`config.mk`:
```
export PLATFORM = sky130hd
export DESIGN_NAME = rbd_avg
export DESIGN_NICKNAME = d
export VERILOG_FILES = /design/src/sv/rgb_box_downsampler_assert.svh /design/src/sv/rbd_pkg.sv /design/src/sv/rbd_avg.sv
export SDC_FILE = /design/constraint.sdc
export NUM_CORES = 2
export LEC_CHECK = 0
export BUFFER_PORTS_ARGS = -buffer_cell sky130_fd_sc_hd__buf_2
export CELL_PAD_IN_SITES_DETAIL_PLACEMENT = 0
export CELL_PAD_IN_SITES_GLOBAL_PLACEMENT = 1
export CORE_UTILIZATION = 30
export DETAILED_ROUTE_END_ITERATION = 6
export PLACE_DENSITY = 0.57
export SETUP_SLACK_MARGIN = 0.2
export SLEW_MARGIN = 20
export SYNTH_ARGS = -nofsm -noshare
export SYNTH_HDL_FRONTEND = slang
export SYNTH_SLANG_ARGS = --single-unit
```
`constraint.sdc`:
```
create_clock -name clk_i -period 3.1 [get_ports clk_i]
set_input_delay 0.62 -clock clk_i [delete_from_list [all_inputs] [get_ports clk_i]]
set_output_delay 0.62 -clock clk_i [all_outputs]
set_load 0.01 [all_outputs]
```
`src/sv/rgb_box_downsampler_assert.svh`:
```
// ----------------------------------------------------------------------------
// rgb box downsampler assertion macros
// concurrent checks clocked on clk_i and disabled while rst_ni is low
// ----------------------------------------------------------------------------
`ifndef RGB_BOX_DOWNSAMPLER_ASSERT_SVH
`define RGB_BOX_DOWNSAMPLER_ASSERT_SVH

// condition holds at every clock edge out of reset
`define RBD_ASSERT_ALWAYS(lbl, cond, msg) \
  lbl: assert property (@(posedge clk_i) disable iff (!rst_ni) (cond)) else $error(msg);

// consequence holds in the same cycle as the antecedent
`define RBD_ASSERT_IMPL(lbl, ante, cons, msg) \
  lbl: assert property (@(posedge clk_i) disable iff (!rst_ni) (ante) |-> (cons)) \
    else $error(msg);

`endif

```
`src/sv/rbd_pkg.sv`:
```
// ----------------------------------------------------------------------------
// rbd_pkg
// shared types and constants of the rgb box downsampler
// ----------------------------------------------------------------------------
package rbd_pkg;

  localparam int PIX_W         = 8;
  localparam int WIDTH_FIELD_W = 14;
  localparam int HEIGHT_W      = 16;
  localparam int FACTOR_W      = 6;
  localparam int CFG_IDX_W     = 2;
  localparam int CFG_DATA_W    = 16;

  localparam logic [WIDTH_FIELD_W-1:0] WIDTH_RST  = 14'd8192;
  localparam logic [HEIGHT_W-1:0]      HEIGHT_RST = 16'd1;
  localparam logic [FACTOR_W-1:0]      FACTOR_RST = 6'd2;

  // output queue between the averaging multipliers and the output port
  localparam int QDEPTH = 4;
  localparam int QPW    = $clog2(QDEPTH);
  localparam int QCW    = $clog2(QDEPTH + 1);

  typedef enum logic [CFG_IDX_W-1:0] {
    CFG_WIDTH  = 2'd0,
    CFG_HEIGHT = 2'd1,
    CFG_FACTOR = 2'd2
  } cfg_idx_e;

  typedef struct packed {
    logic [PIX_W-1:0] r;
    logic [PIX_W-1:0] g;
    logic [PIX_W-1:0] b;
  } pix_t;

  // per-pixel block control, travels with the pixel into the accumulator
  typedef struct packed {
    logic first;
    logic emit;
    logic last;
  } blk_ctl_t;

  typedef struct packed {
    logic valid;
    logic last;
  } out_ctl_t;

  typedef struct packed {
    logic [PIX_W-1:0] r;
    logic [PIX_W-1:0] g;
    logic [PIX_W-1:0] b;
    logic             last;
  } avg_pix_t;

endpackage

```
`src/sv/rbd_avg.sv`:
```
// ----------------------------------------------------------------------------
// rbd_avg
// reciprocal multiply of the block sums and output queue
// ----------------------------------------------------------------------------
module rbd_avg import rbd_pkg::*; #(
  parameter int SUM_W = 18,
  parameter int K     = 29
) (
  input  logic               clk_i,
  input  logic               rst_ni,
  input  logic [3*SUM_W-1:0] sum_i,
  input  out_ctl_t           sum_ctl_i,
  input  logic [K:0]         recip_i,
  input  logic               out_stall_i,
  output logic               out_valid_o,
  output avg_pix_t           avg_o
);

  localparam int PW = SUM_W + K + 1;

  logic [PW-1:0] prod_r;
  logic [PW-1:0] prod_g;
  logic [PW-1:0] prod_b;
  avg_pix_t      avg_new;

  avg_pix_t      q_mem [QDEPTH];
  logic [QPW-1:0] wr_ptr_q;
  logic [QPW-1:0] rd_ptr_q;
  logic [QCW-1:0] cnt_q;
  logic          push;
  logic          pop;

  assign prod_r = PW'(sum_i[3*SUM_W-1 -: SUM_W]) * PW'(recip_i);
  assign prod_g = PW'(sum_i[2*SUM_W-1 -: SUM_W]) * PW'(recip_i);
  assign prod_b = PW'(sum_i[SUM_W-1:0]) * PW'(recip_i);

  assign avg_new.r    = prod_r[K +: PIX_W];
  assign avg_new.g    = prod_g[K +: PIX_W];
  assign avg_new.b    = prod_b[K +: PIX_W];
  assign avg_new.last = sum_ctl_i.last;

  assign push = sum_ctl_i.valid;
  assign pop  = (cnt_q != '0) && !out_stall_i;

  always_ff @(posedge clk_i) begin
    if (push) begin
      q_mem[wr_ptr_q] <= avg_new;
    end
  end

  always_ff @(posedge clk_i or negedge rst_ni) begin
    if (!rst_ni) begin
      wr_ptr_q <= '0;
      rd_ptr_q <= '0;
      cnt_q    <= '0;
    end else begin
      if (push) begin
        wr_ptr_q <= wr_ptr_q + QPW'(1);
      end
      if (pop) begin
        rd_ptr_q <= rd_ptr_q + QPW'(1);
      end
      cnt_q <= cnt_q + QCW'(push) - QCW'(pop);
    end
  end

  assign out_valid_o = cnt_q != '0;
  assign avg_o       = q_mem[rd_ptr_q];

endmodule

```
==> reports/results.ini <==
[run_status]
status=finished, violations left
violations=negative setup slack

[timing]
hold_violations=0
layout_setup_ws_ns=-2.93
period_share_pct=195
tns_ns=-273.50
tightest_slew_ns=0.597
fmax_mhz=166
min_period_ns=6.03
slew_headroom_pct=60.2
fin_skew_ns=0.00991
finalSetupViolations=96
drv_slew=0
hold_slack_ns=0.0689
rsz0062_at_grt=yes

[yosys]
synth_area_mm2=0.0460
yosys_warnings=0
ys_top_cells_by_area=fa_1 (52%), inv_1 (12%), nand2_1 (8.2%)
avgSynthCellArea_um2=9.01
ys_seq_area_share_pct=6.91
synth_top_area_share_pct=51.5
synthesis.nets=6602
yosys.area.top_type=fa_1
synth_ff_type=edfxtp_1
ys_types=57
synth-edff-count=100
syn_inst=5102
async_reset_ff_share_pct=6.54
ys_ff_latch=107

[setup_path]
endpoint_kind=register
rr_startpoint=cnt_q[1]
endpoint=q_mem[0][5]
setup.worst_path.start=recip_i[15]
critPathSlowestCell=fa_1
crit_family=adder cells
criticalPathCategory=primary input to register
crit_fanout=4
r2r_cells=9
required_ns=3.24
crit_path_frequent_cell=fa_1
crit_path_max_incr_delay_ns=0.52
r2r_slack_ns=0.78
cp.arrival_ns=6.17
worstSetupStartpointType=primary input
cp.buffers_inverters=11
path_depth=26
regToRegEndpoint=cnt_q[2]

[cells_and_area]
fin_nets=7105
area_growth_pct=25.5
num-fill-cells=15432
most-common-layout-cells=inv_1 (1373), fa_1 (1117), nand2_1 (962), buf_4 (474), and2_1 (443)
finalNonFillerCells=7642
drive_gt1_share_pct=21.5
final_common_cell=inv_1

[place]
hpwl_um=118000
port_buffers=114
placed_cells=7463
place_congestion=0.851

[clocking]
htree_levels=3
cts_tree=done
root_buffer=clkbuf_16
clk_latency_ns=0.39
ctsHoldBuffers=0
cts_made_buffers=9
clockBufferDepth=2
clk_pin_slew_ns=0.09
cts_sinks=107

[drt]
ant_nets=0
via_per_inst=4.40
finalWirelength_um=145000
drcViolationCount=0
drt-initial-drc-count=1747
wire_per_inst_um=18.9
dr_total_vias=33637
drt_pass1_iterations=5

[die]
start_util_pct=30.2
die_h_um=393
ioPinCount=115
rows=143
die_x_um=393
core-area_mm2=0.152
dieArea_mm2=0.155

[run]
drv_cap=0

[grt]
antenna_found_initial=12
grt_pass1_wl_um=230000
grt_pass1_vias=38380
grt_overflow=0
grt_max_degree=25
grt_use_total_pct=19.5

[worst_hold_path]
hold_path_class=primary input to async pin

registers in the layout, indices dropped and copies added (netlist names):
name,count
q_mem,100
cnt_q,3
rd_ptr_q,2
wr_ptr_q,2
how the worst min path moves through the flow:
| stage | endpoint | cells after the start | start |
|---|---|---|---|
| after floorplan | cnt_q[0] | 0 | rst_ni |
| after CTS | cnt_q[0] | 1 | rst_ni |
| after global routing | cnt_q[0] | 1 | rst_ni |
| after detailed placement | cnt_q[0] | 1 | rst_ni |
| final | cnt_q[0] | 1 | rst_ni |
| after global placement | cnt_q[0] | 1 | rst_ni |
cell usage after synthesis (14+ instances only):
library cell,count
o21ai_0,25
a21oi_1,33
xor2_1,18
clkbuf_1,288
and2_1,479
nand2_1,999
fa_1,1183
a21o_1,20
xnor2_1,73
a211oi_1,14
inv_1,1442
edfxtp_1,100
mux4_2,25
ha_1,228
nor2_1,33
nor3_1,14
metal layers:
| metal | vias up | share of wire (%) | global-route usage, % |
|---|---|---|---|
| met5 | - | 0.035 | 0 |
| met4 | 10 | 1.7 | 3.08 |
| met3 | 103 | 5.3 | 3.17 |
| met2 | 573 | 47 | 32.3 |
| met1 | 17633 | 46 | 27.0 |
| li1 | 15318 | - | - |
cell type report:
class	count	area [µm²]	share of cell area, %
Antenna cell	2	5.00	0.00867
Clock buffer	9	225	0.390
Clock inverter	7	98.8	0.171
Inverter	1442	5410	9.38
Multi-Input combinational cell	3245	37800	65.5
Sequential cell	107	3180	5.51
Tap cell	2030	2540	4.40
Timing Repair Buffer	800	8420	14.6
timing repair:
item	in CTS	in global routing
setup endpoints to repair	96	96
hold endpoints to repair	0	0
setup buffers	96	41
resized for setup	372	190
pin swaps	171	133
gates cloned	20	4
stage by stage:
| stage | setup slack [ns] | cell area (µm²) | util [%] |
|---|---|---|---|
| finish | -2.93 | 57700 | 37.9 |
| global route | -3.14 | 57700 | 37.9 |
| CTS | -2.96 | 56600 | 37.2 |
| detailed placement | -3.83 | 53400 | 35.1 |
| global placement | -3.72 | 53400 | 35.1 |
| floorplan | -2.93 | 47300 | - |
cells by family after synthesis:
group           synth area share, %
flops                          6.91
fa+ha+maj                      57.7
xor+xnor                       1.73
compound gates                 2.33
buf+inv                        14.3
mux                            1.25
simple gates                   15.7
Power is left out: the tool's default activity adds up to more than one toggle a clock period on the data nets, which glitch-free logic cannot reach.
