`src/sv/rgb_box_downsampler_assert.svh`:
```
// ----------------------------------------------------------------------------
// rgb box downsampler assertion macros
// concurrent checks clocked on clk_i and disabled while rst_ni is low
// ----------------------------------------------------------------------------
`ifndef RGB_BOX_DOWNSAMPLER_ASSERT_SVH
`define RGB_BOX_DOWNSAMPLER_ASSERT_SVH

// condition holds at every clock edge out of reset
`define RBD_ASSERT_ALWAYS(lbl, cond, msg) \
  lbl: assert property (@(posedge clk_i) disable iff (!rst_ni) (cond)) else $error(msg);

// consequence holds in the same cycle as the antecedent
`define RBD_ASSERT_IMPL(lbl, ante, cons, msg) \
  lbl: assert property (@(posedge clk_i) disable iff (!rst_ni) (ante) |-> (cons)) \
    else $error(msg);

`endif

```
`src/sv/rbd_recip.sv`:
```
// ----------------------------------------------------------------------------
// rbd_recip
// bit-serial unit that computes ceil(2^K / (f*f)) for the averaging multiply
// ----------------------------------------------------------------------------
module rbd_recip #(
  parameter int FEW = 6,
  parameter int NW  = 11,
  parameter int K   = 29
) (
  input  logic           clk_i,
  input  logic           rst_ni,
  input  logic           start_i,
  input  logic [FEW-1:0] factor_i,
  output logic           busy_o,
  output logic [K:0]     recip_o
);

  localparam int CW = $clog2(K + 2);

  typedef enum logic [1:0] {
    ST_IDLE,
    ST_SQUARE,
    ST_INIT,
    ST_RUN
  } state_e;

  state_e          state_q;
  logic [NW-1:0]   n_q;
  logic [NW-1:0]   rem_q;
  logic [K:0]      dvd_q;
  logic [CW-1:0]   cnt_q;
  logic [NW:0]     trial;
  logic            take;
  logic [2*FEW-1:0] sq;

  assign sq    = factor_i * factor_i;
  assign trial = {rem_q, dvd_q[K]};
  assign take  = trial >= {1'b0, n_q};

  // dividend is 2^K + n - 1 so the quotient rounds up
  always_ff @(posedge clk_i or negedge rst_ni) begin
    if (!rst_ni) begin
      state_q <= ST_SQUARE;
      n_q     <= '0;
      rem_q   <= '0;
      dvd_q   <= '0;
      cnt_q   <= '0;
    end else if (start_i) begin
      state_q <= ST_SQUARE;
    end else begin
      case (state_q)
        ST_IDLE: begin
          state_q <= ST_IDLE;
        end
        ST_SQUARE: begin
          n_q     <= NW'(sq);
          state_q <= ST_INIT;
        end
        ST_INIT: begin
          dvd_q   <= {1'b1, {K{1'b0}}} + (K+1)'(n_q) - (K+1)'(1);
          rem_q   <= '0;
          cnt_q   <= CW'(K + 1);
          state_q <= ST_RUN;
        end
        ST_RUN: begin
          rem_q <= take ? NW'(trial - {1'b0, n_q}) : trial[NW-1:0];
          dvd_q <= {dvd_q[K-1:0], take};
          cnt_q <= cnt_q - CW'(1);
          if (cnt_q == CW'(1)) begin
            state_q <= ST_IDLE;
          end
        end
        default: begin
          state_q <= ST_IDLE;
        end
      endcase
    end
  end

  assign busy_o  = state_q != ST_IDLE;
  assign recip_o = dvd_q;

endmodule

```
`config.mk`:
```
export PLATFORM = sky130hd
export DESIGN_NAME = rbd_recip
export DESIGN_NICKNAME = d
export VERILOG_FILES = /design/src/sv/rgb_box_downsampler_assert.svh /design/src/sv/rbd_recip.sv
export SDC_FILE = /design/constraint.sdc
export NUM_CORES = 1
export LEC_CHECK = 0
export BUFFER_PORTS_ARGS = -buffer_cell sky130_fd_sc_hd__buf_2
export CORE_UTILIZATION = 40
export DETAILED_ROUTE_END_ITERATION = 12
export PLACE_DENSITY_LB_ADDON = 0.05
export SYNTH_ARGS = -nofsm -noshare
export SYNTH_HDL_FRONTEND = slang
export SYNTH_SLANG_ARGS = --single-unit
```
`constraint.sdc`:
```
create_clock -name clk_i -period 3.12 [get_ports clk_i]
set_clock_uncertainty 0.15 [all_clocks]
set_input_delay 0.156 -clock clk_i [delete_from_list [all_inputs] [get_ports clk_i]]
set_output_delay 0.156 -clock clk_i [all_outputs]
set_load 0.01 [all_outputs]
```
==> key figures, run 1 <==
Status
  • Outcome: finished clean

Route
  • Final ANT Viol Nets: 0
  • Number of remaining DRC errors: 0
  • Detail-routed net length per standard cell: between 10 and 15 um
  • Routed wire length: 8950 um
  • Detailed Route Iter0 Violations: 100
  • Via/cell ratio: 4.93
  • Iteration count of the initial detailed-routing pass: 4
  • Vias after detailed routing: 3220

Logic synthesis
  • Most frequent cell after synthesis: nand2_1
  • Synth top cells by count: nand2_1, dfrtp_1, a21oi_1
  • Mean Syn Cell Area: 8.79 um^2
  • Nets in the synthesized netlist: a little over 500
  • Mapped cell area: 4000 um^2
  • Yosys warns: 0
  • Netlist cell types: between 40 and 50
  • Cells after Synth: 455
  • Post-synth EDFFs: 0
  • Area share of the largest cell type after synthesis: 0.357
  • Proportion of register bits with asynchronous set or reset after synthesis: 1.00
  • Predominant post-synthesis flop cell: dfrtp_1
  • Cell types with the largest area share after synthesis: dfrtp_1, ha_1, a21oi_1
  • Most area-hungry cell type in the Yosys netlist: dfrtp_1
  • Number of synthesized register bits: 58
  • Sequential area share after synthesis: 0.363

Timing
  • Final Hold Slack: 0.0665 ns
  • Final Worst Setup Slack: 0.211 ns
  • RSZ-0062 raised after global routing: false
  • Shortest clock period the worst path allows after layout: between 2 and 3 ns
  • Slew Limit Fails: 0
  • Count of final hold-check violations: 0
  • Max Fclk: between 0.3 and 0.4 GHz
  • Final number of setup-violating endpoints: 0
  • Slew at the pin closest to its max-slew limit: around 0.64 ns
  • Relative slew margins: 0.560
  • Final worst-path cycle share: 0.932

Clock network
  • CTS tree: done
  • Hold buffers post-CTS: 2
  • Maximum count of clock buffers along a single path: 2
  • Clock-pin slew on the worst setup and hold paths: 0.07 ns
  • Clock sink count: between 50 and 60
  • Number of gates resized after cts: 0
  • Number of buffers added for setup after CTS: 0
  • H-tree level count: 3
  • Root buffer selected by CTS: clkbuf_8
  • Clock Latency Late Sink: between 0.3 and 0.4 ns
  • Inserted Clock Buffers: 9

GRT
  • First-pass GRT wire length: roughly 15000 um
  • Highest-utilization routing layer at the global route stage: met2
  • Vias in the first global route: just over 3000
  • Met1 track utilization from global routing: 0.247
  • Number of antenna violations at the first check in global routing: 0
  • Met3 Resource Use GR: 0.0349
  • Final global-route overflow total: 0
  • Overall track demand over capacity in global routing: 0.185
  • Largest net degree at the start of global routing: 37
  • Met2 GRT Util: 0.302

Floorplanning
  • Count of boundary I/O pins: 40
  • Effective utilization at floorplan: 0.411
  • Vert. Die Dim: between 100 and 150 um
  • Die area: about 10000 um^2
  • Placeable Area: slightly below 10000 um^2
  • Floorplan die width: between 100 and 150 um
  • Standard-cell rows: 36

Placed design
  • Half-perimeter wire length after detailed placement: between 6000 and 7000 um
  • Worst slack at placement: -0.162 ns
  • Number of input and output port buffers inserted: 39
  • Post-placement cell area: 4490 um^2
  • Number of placed instances, taps included: roughly 640
  • Gp weighted congestion: between 0.8 and 0.9

Power
  • Internal power summed over all cells: 0.00224 W
  • Cell Pwr Density: ~850 nW/um^2
  • Leak pwr: around 2.2 nW
  • Proportion of power drawn by flip-flops and latches: 0.328
  • Total net switching power: approximately 0.0017 W
  • Clock share of power: 0.154
  • Sw Share: 0.438
  • Combinational Power Share: 0.518
  • Worst vdd rail ir drop: approximately 0.22 mV

Critical path
  • Crit start category: input port
  • Worst setup path class: input port to register
  • Worst path arrival time: 2.96 ns
  • Critical path capture point: n_q[9]
  • Worst Path Required: 3.17 ns
  • Worst reg-to-reg path cell count: 8
  • Crit path from: factor_i[3]
  • Maximum fanout along the worst path: 2
  • Internal reg-to-reg setup slack: roughly 0.52 ns
  • Worst Setup End Kind: register
  • Worst r2r src: n_q[7]
  • Endpoint of the most critical register-to-register path: rem_q[9]

Final layout
  • Number of nets at the end of the flow: 568
  • Final design instance area without fill: 4680 um^2
  • Layout Cells excl Fill: roughly 650
  • Final Core Density: 0.481
  • Number of diodes added for antenna fixing: 0
  • Area overhead of the layout relative to synthesis: 17.1%
  • Proportion of layout cells with a drive suffix above 1: 0.185

Job
  • Number of maximum-capacitance constraint violations: 0

Hold path
  • Class of the tightest hold or removal check: input port to register
-- sequential cells by signal, indices dropped and copies added, names as in the netlist --
signal and count:
cnt_q 5, recip_o 30, state_q 2, rem_q 11, n_q 10
-- per-stage QoR --
stage          TNS, ns  total power [W]
6_report             0          0.00398
2_1_floorplan        0          0.00274
5_1_grt              0          0.00437
3_3_place_gp    -0.276          0.00337
3_5_place_dp    -0.384          0.00341
4_1_cts              0          0.00404
-- cell families (layout without fill, tap and decap cells) --
family	count (synthesis)	in the layout	synth area share
and+or+nand+nor	146	146	0.169
AOI/OAI and AO/OA	113	113	0.174
buffers and inverters	60	125	0.0592
DFF	58	58	0.363
adders and majority gates	44	44	0.155
xor gates and xnor gates	20	20	0.0438
muxes	14	14	0.0360
-- final cells by class --
type | instances | area, um^2
Clock inverter | 5 | 30.0
Clock buffer | 11 | 141
Multi-Input combinational cell | 337 | 2320
Fill cell | 984 | 5050
Timing Repair Buffer | 68 | 418
Sequential cell | 58 | 1450
Inverter | 41 | 154
Tap cell | 133 | 166
-- worst min-delay path by stage --
stage	from	to	slack (ns)	depth (start not counted)
final	factor_i[0]	n_q[0]	0.07	3
after global routing	factor_i[0]	n_q[0]	0.08	3
after CTS	factor_i[0]	n_q[0]	0.06	3
after detailed placement	rst_ni	cnt_q[4]	0.06	1
after global placement	rst_ni	cnt_q[4]	0.05	1
after floorplan	rst_ni	cnt_q[0]	-0.29	0
-- critical path, cell delays in order --
cell and delay (ns):
buf_2 0.09, and2_4 0.14, inv_2 0.03, fa_1 0.51, fa_1 0.52, inv_1 0.05
fa_1 0.47, inv_1 0.05, ha_2 0.17, a21o_1 0.16, a21oi_2 0.13, o21bai_1 0.09
a21oi_1 0.16, xor2_1 0.16, o21ai_1 0.07
-- power groups by stage --
| stage | sequential [W] | combinational [W] | clock, W |
|---|---|---|---|
| floorplan | 0.00137 | 0.00137 | 0 |
| global placement | 0.00132 | 0.00204 | 0 |
| detailed placement | 0.00133 | 0.00208 | 0 |
| CTS | 0.00131 | 0.00209 | 0.000633 |
| global route | 0.00136 | 0.00234 | 0.000673 |
| finish | 0.00131 | 0.00206 | 0.000612 |
-- metal layers --
layer / share of wire / vias to the layer above
li1: - / 1658
met1: 0.49 / 1506
met2: 0.46 / 49
met3: 0.032 / 7
met4: 0.0092 / 0
met5: 0 / -
-- cells in the final DEF, fill, tap and decap left out, types with 2 or more instances in the layout --
| cell type | netlist | layout |
|---|---|---|
| o21ai_0 | 35 | 34 |
| inv_1 | 41 | 40 |
| nor2b_1 | 3 | 3 |
| xor2_1 | 7 | 7 |
| a21oi_1 | 47 | 46 |
| buf_4 | 0 | 27 |
| o21a_1 | 4 | 4 |
| fa_1 | 9 | 9 |
| clkinvlp_4 | 0 | 2 |
| nor2_1 | 37 | 37 |
| a21o_1 | 3 | 3 |
| dfrtp_1 | 57 | 57 |
| mux2i_1 | 11 | 11 |
| dlygate4sd3_1 | 0 | 2 |
| nand2b_1 | 9 | 9 |
| nand3_1 | 6 | 6 |
| nor3_1 | 11 | 11 |
| nand4b_1 | 2 | 2 |
| ha_1 | 35 | 34 |
| o21bai_1 | 3 | 3 |
| nand4_1 | 3 | 3 |
| and4_1 | 2 | 2 |
| and2_1 | 11 | 10 |
| nand2_1 | 58 | 58 |
| a31oi_1 | 6 | 6 |
| buf_2 | 2 | 39 |
| clkinv_2 | 0 | 3 |
| xnor2_1 | 13 | 13 |
| mux2_2 | 3 | 3 |
| clkbuf_8 | 0 | 10 |
(Power assumes the default switching activity.)
==> run 2, diff against run 1 <==
CORE_UTILIZATION = 50   (was 40)
==> run 2 against run 1 <==
Effect of this change: setup slack better by 0.029 ns; cell count down 5.4%; critical path depth unchanged; sequential share of layout area shrank 0.11 points; die area shrank 20%; non-clock buffer count down 4; worst hold slack lost 0.0070 ns; sequential power hardly changed; global-route usage increased by 3.7 points; final area increased by 0.35%; critical path type unchanged; largest cell class unchanged; largest power group unchanged; highest routed layer unchanged.
==> key figures, run 2 (synthesis gave the netlist of run 1 again) <==
Critical path
  • Crit path from: factor_i[1] (was factor_i[3])
  • Library cell appearing most often on the critical path: inv_1 (was fa_1)
  • Endpoint of the most critical register-to-register path: rem_q[4] (was rem_q[9])
  • Worst r2r src: n_q[7] (unchanged)
  • Worst-path cell with the longest stage delay: fa_1 (unchanged)
  • Worst Setup End Kind: register (unchanged)
  • Worst setup path class: input port to register (unchanged)
  • Crit start category: input port (unchanged)
  • Worst Path Required: 3.16 ns (was 3.17 ns)
  • Worst path arrival time: 2.92 ns (was 2.96 ns)
  • Critical Path, Cell by Cell: buf_2 -> buf_4 -> and2_1 -> inv_1 -> fa_1 -> xor2_1 -> xnor2_1 -> fa_1 -> inv_1 -> ha_1 -> inv_1 -> o21bai_1 -> a211oi_2 -> xnor2_1 -> o21ai_0 (was buf_2 -> and2_4 -> inv_2 -> fa_1 -> fa_1 -> inv_1 -> fa_1 -> inv_1 -> ha_2 -> a21o_1 -> a21oi_2 -> o21bai_1 -> a21oi_1 -> xor2_1 -> o21ai_1)
  • Worst reg-to-reg path cell count: 8 (unchanged)
  • Internal reg-to-reg setup slack: 0.51 ns (was 0.52 ns)
  • Maximum fanout along the worst path: 5 (was 2)
  • Critical path capture point: n_q[10] (was n_q[9])
  • Highest cell delay on the worst timing path: 0.55 ns (was 0.52 ns)

Power
  • Leak pwr: 2.25 nW (was 2.23 nW)
  • Worst vdd rail ir drop: 0.465 mV (was 0.220 mV)
  • Cell Pwr Density: 895 nW/um^2 (was 851 nW/um^2)

Final layout
  • Number of diodes added for antenna fixing: 0 (unchanged)
  • Proportion of layout cells with a drive suffix above 1: 0.184 (was 0.185)
  • Area overhead of the layout relative to synthesis: 17.5% (was 17.1%)
  • Max FFs per register: 30 (unchanged)
  • Leading cell type in the layout, fill and taps excluded: nand2_1 (unchanged)
  • Final Core Density: 0.608 (was 0.481)
  • Most used cells in the layout excluding fill and tap cells: nand2_1, dfrtp_1, a21oi_1 (unchanged)
  • Final design instance area without fill: 4700 um^2 (was 4680 um^2)
  • Number of nets at the end of the flow: 564 (was 568)

Timing
  • Final number of setup-violating endpoints: 0 (unchanged)
  • Final Hold Slack: 0.0595 ns (was 0.0665 ns)
  • Slew at the pin closest to its max-slew limit: 0.738 ns (was 0.644 ns)
  • Final Worst Setup Slack: 0.239 ns (was 0.211 ns)
  • Total negative slack: 0 ns (unchanged)
  • RSZ-0062 raised after global routing: false (unchanged)
  • Shortest clock period the worst path allows after layout: 2.88 ns (was 2.91 ns)
  • Final worst-path cycle share: 0.923 (was 0.932)
  • Count of final hold-check violations: 0 (unchanged)
  • Max Fclk: 0.347 GHz (was 0.344 GHz)
  • Slew Limit Fails: 0 (unchanged)
  • Relative slew margins: 0.508 (was 0.560)

Route
  • Routed wire length: 8370 um (was 8950 um)
  • Number of remaining DRC errors: 0 (unchanged)
  • Vias after detailed routing: 3277 (was 3220)
  • Iteration count of the initial detailed-routing pass: 4 (unchanged)
  • Detailed Route Iter0 Violations: 177 (was 100)
  • Via/cell ratio: 5.30 (was 4.93)
  • Detail-routed net length per standard cell: 13.5 um (was 13.7 um)
  • Final ANT Viol Nets: 0 (unchanged)

GRT
  • Met3 Resource Use GR: 0.0402 (was 0.0349)
  • Met1 track utilization from global routing: 0.289 (was 0.247)
  • Number of antenna violations at the first check in global routing: 0 (unchanged)
  • Overall track demand over capacity in global routing: 0.222 (was 0.185)
  • Highest-utilization routing layer at the global route stage: met2 (unchanged)
  • Vias in the first global route: 3140 (was 3038)
  • Final global-route overflow total: 0 (unchanged)
  • Met2 GRT Util: 0.372 (was 0.302)
  • First-pass GRT wire length: 14600 um (was 14700 um)
  • Largest net degree at the start of global routing: 59 (was 37)

Status
  • Outcome: finished clean (unchanged)

Clock network
  • CTS tree: done (unchanged)
  • Clock-pin slew on the worst setup and hold paths: 0.07 ns (about the same)
  • Inserted Clock Buffers: 9 (unchanged)
  • Root buffer selected by CTS: clkbuf_8 (unchanged)
  • Clock sink count: 58 (unchanged)
  • Clock Latency Late Sink: 0.33 ns (was 0.35 ns)
  • Maximum count of clock buffers along a single path: 2 (unchanged)
  • H-tree level count: 3 (unchanged)

Floorplanning
  • Die area: 8360 um^2 (was 10400 um^2)
  • Placeable Area: 7730 um^2 (was 9730 um^2)
  • Vert. Die Dim: 91.4 um (was 102 um)
  • Floorplan die width: 91.4 um (was 102 um)
  • Effective utilization at floorplan: 0.517 (was 0.411)
  • Standard-cell rows: 32 (was 36)
  • Count of boundary I/O pins: 40 (unchanged)

Job
  • Number of maximum-capacitance constraint violations: 0 (unchanged)

Hold path
  • Class of the tightest hold or removal check: input port to register (unchanged)
  • Startpoint of the lowest-slack hold path: factor_i[0] (unchanged)

Placed design
  • Half-perimeter wire length after detailed placement: 6280 um (was 6770 um)
  • Number of input and output port buffers inserted: 39 (unchanged)
  • Worst slack at placement: -0.198 ns (was -0.162 ns)
  • Post-placement cell area: 4420 um^2 (was 4490 um^2)
  • Gp weighted congestion: 0.822 (was 0.844)
==> run 2: cell count changes in the layout (fill, tap and decap cells not counted), sizes merged <==
cell / previous run / this run
clkinvlp: 2 / 0
buf: 66 / 62
bufinv: 0 / 3
inv: 41 / 43
clkbuf: 11 / 9
clkinv: 3 / 2
==> run 2: how the worst min path moves through the flow <==
stage / to / cells after the start
3_3_place_gp: rem_q[3] / 2
5_1_grt: n_q[0] / 3
2_1_floorplan: cnt_q[0] / 0
6_report: n_q[0] / 3
3_5_place_dp: rem_q[3] / 2
4_1_cts: n_q[0] / 3
==> run 2: metal layers <==
layer | part of all wire | wire, um | up-vias
li1 | - | - | 1662
met1 | 0.47 | 3920 | 1557
met2 | 0.49 | 4080 | 50
met3 | 0.031 | 259 | 8
met4 | 0.013 | 112 | 0
met5 | 0 | 0 | -
==> run 2: critical path: cells and delay by family <==
| family | cells | cell delay, ns |
|---|---|---|
| adders and majority gates | 3 | 1.29 |
| xor gates and xnor gates | 3 | 0.47 |
| buffers and inverters | 5 | 0.45 |
| AOI/OAI and AO/OA | 3 | 0.41 |
| and+or+nand+nor | 1 | 0.14 |
==> run 2: report_power, final <==
part / internal [W] / switching (W)
Combinational: 0.000864 / 0.00116
Clock: 0.000539 / 0.000325
Sequential: 0.00106 / 0.000255
==> run 2: metrics by stage <==
step / power, W / instances
2_1_floorplan: 0.00274 / 455
3_3_place_gp: 0.00331 / 600
3_5_place_dp: 0.00336 / 600
4_1_cts: 0.00425 / 618
5_1_grt: 0.00459 / 618
6_report: 0.00420 / 618
==> run 2: area by class of cell <==
class,instances,area (um^2)
inverter,41,154
tap,102,128
fill,713,3030
clock inverter,7,125
sequential,58,1450
clock buffer,9,124
multi-input combinational,337,2320
timing repair buffer,64,388
==> run 2: repair_timing <==
action	4_1_cts	5_1_grt
endpoints found under the setup margin	0	2
gates resized for setup	0	2
hold buffers	2	0
hold endpoints to repair	59	0
setup buffers	0	0
